**config.mk**
```make
export PLATFORM = sky130hd
export DESIGN_NAME = adsr_divider
export DESIGN_NICKNAME = d
export VERILOG_FILES = /design/src/sv/adsr_envelope_generator_top_assert.svh /design/src/sv/adsr_div_cell.sv /design/src/sv/adsr_divider.sv
export SDC_FILE = /design/constraint.sdc
export NUM_CORES = 2
export LEC_CHECK = 0
export BUFFER_PORTS_ARGS = -buffer_cell sky130_fd_sc_hd__buf_2
export CAP_MARGIN = 20
export CORE_ASPECT_RATIO = 1.25
export CORE_MARGIN = 4
export CORE_UTILIZATION = 48
export CTS_BUF_LIST = sky130_fd_sc_hd__clkbuf_4
export CTS_CLUSTER_DIAMETER = 200
export CTS_CLUSTER_SIZE = 14
export DETAILED_ROUTE_END_ITERATION = 8
export GPL_TIMING_DRIVEN = 0
export PLACE_DENSITY = 0.73
export RECOVER_POWER = 100
export SETUP_SLACK_MARGIN = 0.15
export SLEW_MARGIN = 5
export SYNTH_ARGS = -nofsm -noshare
export SYNTH_HDL_FRONTEND = slang
export SYNTH_SLANG_ARGS = --single-unit
```
**constraint.sdc**
```tcl
create_clock -name clk -period 8.59 [get_ports clk]
set_input_delay 0.859 -clock clk [delete_from_list [all_inputs] [get_ports clk]]
set_output_delay 0.859 -clock clk [all_outputs]
set_load 0.05 [all_outputs]
```
**src/sv/adsr_envelope_generator_top_assert.svh**
```systemverilog
// Assertion macros for the ADSR envelope generator.
// Expects clk and arst_n in the scope of each use; ASSERT_OFF removes the checks.
`ifndef ADSR_ENVELOPE_GENERATOR_TOP_ASSERT_SVH
`define ADSR_ENVELOPE_GENERATOR_TOP_ASSERT_SVH
`ifndef ASSERT_OFF
`define ADSR_ASSERT_IMP(lbl, ante, cons, msg) \
	lbl: assert property (@(posedge clk) disable iff (!arst_n) (ante) |-> (cons)) \
		else $error(msg);
`define ADSR_ASSERT_NXT(lbl, ante, cons, msg) \
	lbl: assert property (@(posedge clk) disable iff (!arst_n) (ante) |=> (cons)) \
		else $error(msg);
`else
`define ADSR_ASSERT_IMP(lbl, ante, cons, msg)
`define ADSR_ASSERT_NXT(lbl, ante, cons, msg)
`endif
`endif

```
**src/sv/adsr_div_cell.sv**
```systemverilog
// One restoring-division cell: resolves one quotient bit per word and stage.
// Standalone; instanced in a row by adsr_divider.
`default_nettype none
module adsr_div_cell #(
	parameter int DW  = 24,
	parameter int QB  = 16,
	parameter int SBW = 1
) (
	input  logic           clk,
	input  logic           arst_n,
	input  logic           in_valid,
	output logic           in_ready,
	input  logic [DW-1:0]  in_rem,
	input  logic [QB-1:0]  in_work,
	input  logic [DW-1:0]  in_den,
	input  logic [SBW-1:0] in_sb,
	output logic           out_valid,
	input  logic           out_ready,
	output logic [DW-1:0]  out_rem,
	output logic [QB-1:0]  out_work,
	output logic [DW-1:0]  out_den,
	output logic [SBW-1:0] out_sb
);

	logic           v_q;
	logic [DW-1:0]  rem_q;
	logic [QB-1:0]  work_q;
	logic [DW-1:0]  den_q;
	logic [SBW-1:0] sb_q;
	logic [DW:0]    trial;
	logic [DW:0]    diff;
	logic           ge;

	assign in_ready = !v_q || out_ready;

	// shift in next numerator bit, subtract when it fits
	always_comb begin
		trial = {in_rem, in_work[QB-1]};
		diff  = trial - {1'b0, in_den};
		ge    = trial >= {1'b0, in_den};
	end

	always_ff @(posedge clk or negedge arst_n) begin
		if (!arst_n) begin
			v_q <= 1'b0;
		end else if (in_ready) begin
			v_q <= in_valid;
		end
	end

	always_ff @(posedge clk) begin
		if (in_ready && in_valid) begin
			rem_q  <= ge ? diff[DW-1:0] : trial[DW-1:0];
			work_q <= {in_work[QB-2:0], ge};
			den_q  <= in_den;
			sb_q   <= in_sb;
		end
	end

	assign out_valid = v_q;
	assign out_rem   = rem_q;
	assign out_work  = work_q;
	assign out_den   = den_q;
	assign out_sb    = sb_q;

endmodule
`default_nettype wire

```
**src/sv/adsr_divider.sv**
```systemverilog
// Pipelined unsigned divider: a row of QB adsr_div_cell stages.
// Quotient must fit in QB bits; a sideband word rides along unchanged.
`default_nettype none
module adsr_divider #(
	parameter int DW  = 24,
	parameter int QB  = 16,
	parameter int SBW = 1
) (
	input  logic           clk,
	input  logic           arst_n,
	input  logic           in_valid,
	output logic           in_ready,
	input  logic [DW+QB-1:0] in_num,
	input  logic [DW-1:0]  in_den,
	input  logic [SBW-1:0] in_sb,
	output logic           out_valid,
	input  logic           out_ready,
	output logic [QB-1:0]  out_quo,
	output logic [SBW-1:0] out_sb
);

	logic [DW-1:0]  rem_c  [QB+1];
	logic [QB-1:0]  work_c [QB+1];
	logic [DW-1:0]  den_c  [QB+1];
	logic [SBW-1:0] sb_c   [QB+1];
	logic [QB:0]    v_c;
	logic [QB:0]    r_c;

	// head of the row: high part is the running remainder
	assign rem_c[0]  = in_num[DW+QB-1:QB];
	assign work_c[0] = in_num[QB-1:0];
	assign den_c[0]  = in_den;
	assign sb_c[0]   = in_sb;
	assign v_c[0]    = in_valid;
	assign in_ready  = r_c[0];
	assign r_c[QB]   = out_ready;

	for (genvar i = 0; i < QB; i++) begin : g_cell
		adsr_div_cell #(.DW(DW), .QB(QB), .SBW(SBW)) u_cell (
			.clk      (clk),
			.arst_n   (arst_n),
			.in_valid (v_c[i]),
			.in_ready (r_c[i]),
			.in_rem   (rem_c[i]),
			.in_work  (work_c[i]),
			.in_den   (den_c[i]),
			.in_sb    (sb_c[i]),
			.out_valid(v_c[i+1]),
			.out_ready(r_c[i+1]),
			.out_rem  (rem_c[i+1]),
			.out_work (work_c[i+1]),
			.out_den  (den_c[i+1]),
			.out_sb   (sb_c[i+1])
		);
	end

	assign out_valid = v_c[QB];
	assign out_quo   = work_c[QB];
	assign out_sb    = sb_c[QB];

endmodule
`default_nettype wire

```
==> results.yml <==
run_status:
  status: "complete, but fails checks"
  violations: "capacitance limit, slew limit"
worst_hold_path:
  min_to: "g_cell[0].u_cell.out_valid"
  hold_path.startpoint: "in_valid"
  min_path_type: "input pin to flop"
  hold_depth: 3
drt:
  post_drt_wl_per_cell_um: 19.9
  antenna_left: 0
  via_count: 33800
  post-route-drc-count: 0
  wl_mm: 121
  routed_via_density: 5.55
  drt-initial-drc-count: 1592
  dr.pass1.iters: 5
clock_tree:
  cts_resized: 0
  ctsHtreeMaxLevel: 3
  clock_sinks: 1008
  hold_buffers: 16
  cts.clk_slew.worst_paths_ns: 0.15
  cts_buffer_depth: 3
  worstSkewPairLatency_ns: 0.99
  cts_buffers: 81
  cts_tree: "done"
  clockRootBuffer: "clkbuf_4"
  post-cts-setup-buffers: 0
critical_path:
  critical_path.startpoint_type: "flop"
  end_kind: "flop"
  rr_worst_depth: 12
  arrival_ns: 6.38
  worstSetupPathType: "flop to flop"
  critPathMaxStageDelay_ns: 1.33
  reg2reg_to: "g_cell[8].u_cell.out_rem[21]"
  path_max_fanout: 10
  crit_slowest_cell: "o41ai_1"
  reg2reg_slack_ns: 2.94
  crit_chain: "inv_1 -> ha_1 -> nor2b_1 -> o31a_1 -> nor4_1 -> o31ai_1 -> a31o_1 -> a41o_1 -> o41ai_1 -> clkinv_1 -> clkbuf_1 -> mux2_1"
  worst-endpoint-required_ns: 9.32
  r2r-start: "g_cell[7].u_cell.out_den[1]"
yosys:
  synth_area_leader_cell: "edfxtp_1"
  ys_ff_latch: 1008
  synth_area_leaders: "edfxtp_1 56%, ha_1 9.1%, inv_1 3.5%"
  synth_compound_area_share_pct: 12.6
  async_flop_share_pct: 1.59
  yosysMostFrequentCell: "edfxtp_1"
  yosys.area_share.simple_pct: 8.50
  syn_area_um2: 53000
  synth_top_area_share_pct: 56.2
  avgSynthCellArea_um2: 12.0
  synth_nets: 4875
  yosysWarnings: 0
  ys_seq_area_share_pct: 56.9
  synth_fa_ha_area_share_pct: 9.63
  synth_edf_count: 992
  ys_top_cells_by_count: "992 x edfxtp_1, 489 x inv_1, 384 x ha_1"
  synth_top_family_by_area: "compound AO/OA/AOI/OAI gates"
  synth_xor_area_share_pct: 4.59
  synth_cells: 4407
  synthMuxAreaShare_pct: 3.65
  yosys.cell_types.count: 93
  synth_top_flop_cell: "edfxtp_1"
floorplanning:
  core_area_um2: 110000
  fp.dieW_um: 305
  die_h_um: 380
  core.rowCount: 136
  start_util_pct: 48.2
  die_area_um2: 116000
  num_io_pins: 88
sta:
  worst_pin_slew_ns: 4.14
  layout_setup_ws_ns: 2.94
  max_freq_mhz: 177
  slew_viol_final: 950
  min_period_over_period_pct: 65.8
  hold_ws_ns: 0.0908
  finalSetupTns_ns: 0
  rsz0062_at_grt: "false"
  hold_violations: 0
  period_needed_ns: 5.65
  clock_skew_ns: 0.102
  slew_headroom_pct: -176
  final-setup-viol-count: 0
placed_design:
  place_hpwl_mm: 98.4
  place_inst: 5959
  post-place-ws_ns: 3.91
  place.gp.congestion: 0.950
  port_buffers: 87
final_layout:
  fin_nets: 5077
  n_fill_cell: 9540
  fin_cells: 6087
  area_growth_pct: 5.76
  drive_above_1_share_pct: 6.28
job:
  cap_violations: 24
global_route:
  groute.usage.overall_pct: 20.5
  grt_max_degree: 66
  antenna_found_initial: 5
  grt_pass1_vias: 35600
  grt_pass1_wl_mm: 184
  grt-ovfl-total: 0
power_and_ir_drop:
  leakage_nw: 22.5
  cellPowerDensity_nw_per_um2: 363
  power_mw: 20.4
  vdd_ir_drop_max_mv: 0.227
## per-layer routing
metal  share of wire [%]  track usage, %  vias to the layer above
li1                    -               -                    16500
met1                  28            14.9                    16000
met2                  59            43.7                      779
met3                 2.6            2.36                      465
met4                 9.9            17.6                        4
met5               0.021               0                        -
## placed cells by master (no fill, tap or decap), drive strengths merged, types with 29 or more instances in the layout
master / instances
nor2: 264
nand4: 48
inv: 489
a21oi: 319
a211oi: 33
xor2: 107
a21o: 138
o31ai: 29
mux2: 149
edfxtp: 992
nor2b: 56
clkbuf: 235
nand2b: 47
nand2: 275
o21ai: 241
nand3: 68
ha: 384
buf: 40
and3: 33
xnor2: 171
o21a: 64
o21bai: 31
nor3: 57
a31oi: 34
## kinds of logic (layout without fill, tap and decap cells)
logic type               count (synthesis)  in the layout
AO/OA/AOI/OAI                         1046           1046
flip-flops                            1008           1008
AND/OR/NAND/NOR                        946            946
XOR/XNOR                               278            278
buffers and inverters                  562            787
multiplexers                           168            168
adder cells (fa/ha/maj)                399            399
other                                    0              6
## worst max-delay path, delay by kind of cell, from the launching register on
kind	cells	cell delay [ns]
compound gates	5	2.57
fa+ha+maj	1	0.35
buf+inv	3	1.06
flops	1	0.44
mux	1	0.45
simple gates	2	0.57
## area by class of cell
class / count / area [um2] / share of cell area, %
Sequential cell: 1008 / 30200 / 53.8
Clock inverter: 6 / 91.3 / 0.163
Inverter: 490 / 1840 / 3.28
Clock buffer: 100 / 751 / 1.34
Buffer: 72 / 275 / 0.491
Multi-Input combinational cell: 2837 / 20500 / 36.6
Timing Repair Buffer: 119 / 593 / 1.06
Tap cell: 1449 / 1810 / 3.23
Antenna cell: 6 / 15.0 / 0.0268
## worst max path at each step
stage                                        from                            end  slack, ns
finish                g_cell[7].u_cell.out_den[1]   g_cell[8].u_cell.out_rem[21]       2.94
global route          g_cell[15].u_cell.out_valid   g_cell[0].u_cell.out_work[5]       2.75
CTS                 g_cell[11].u_cell.out_rem[11]  g_cell[12].u_cell.out_rem[21]       3.85
detailed placement  g_cell[11].u_cell.out_rem[10]  g_cell[12].u_cell.out_rem[21]       3.91
global placement                        out_ready   g_cell[0].u_cell.out_work[7]       1.25
floorplan                               out_ready    g_cell[0].u_cell.out_den[0]       3.13
## metrics by stage
step / cell area [um2] / util (%)
finish: 56100 / 51.0
global route: 56100 / 51.0
CTS: 56700 / 51.5
detailed placement: 55700 / 50.6
global placement: 55300 / 50.3
floorplan: 53000 / -
## sequential cells by signal (all words and copies together), names as in the netlist
name,cells
g_cell.u_cell.out_valid,16
g_cell.u_cell.out_work,256
g_cell.u_cell.out_den,360
g_cell.u_cell.out_rem,360
g_cell.u_cell.out_sb,16
## where the power goes
group | internal (mW) | switching (mW)
Sequential | 7.53 | 0.648
Combinational | 4.11 | 6.02
Clock | 0.596 | 1.47
Power figures use the tool's default switching activity.
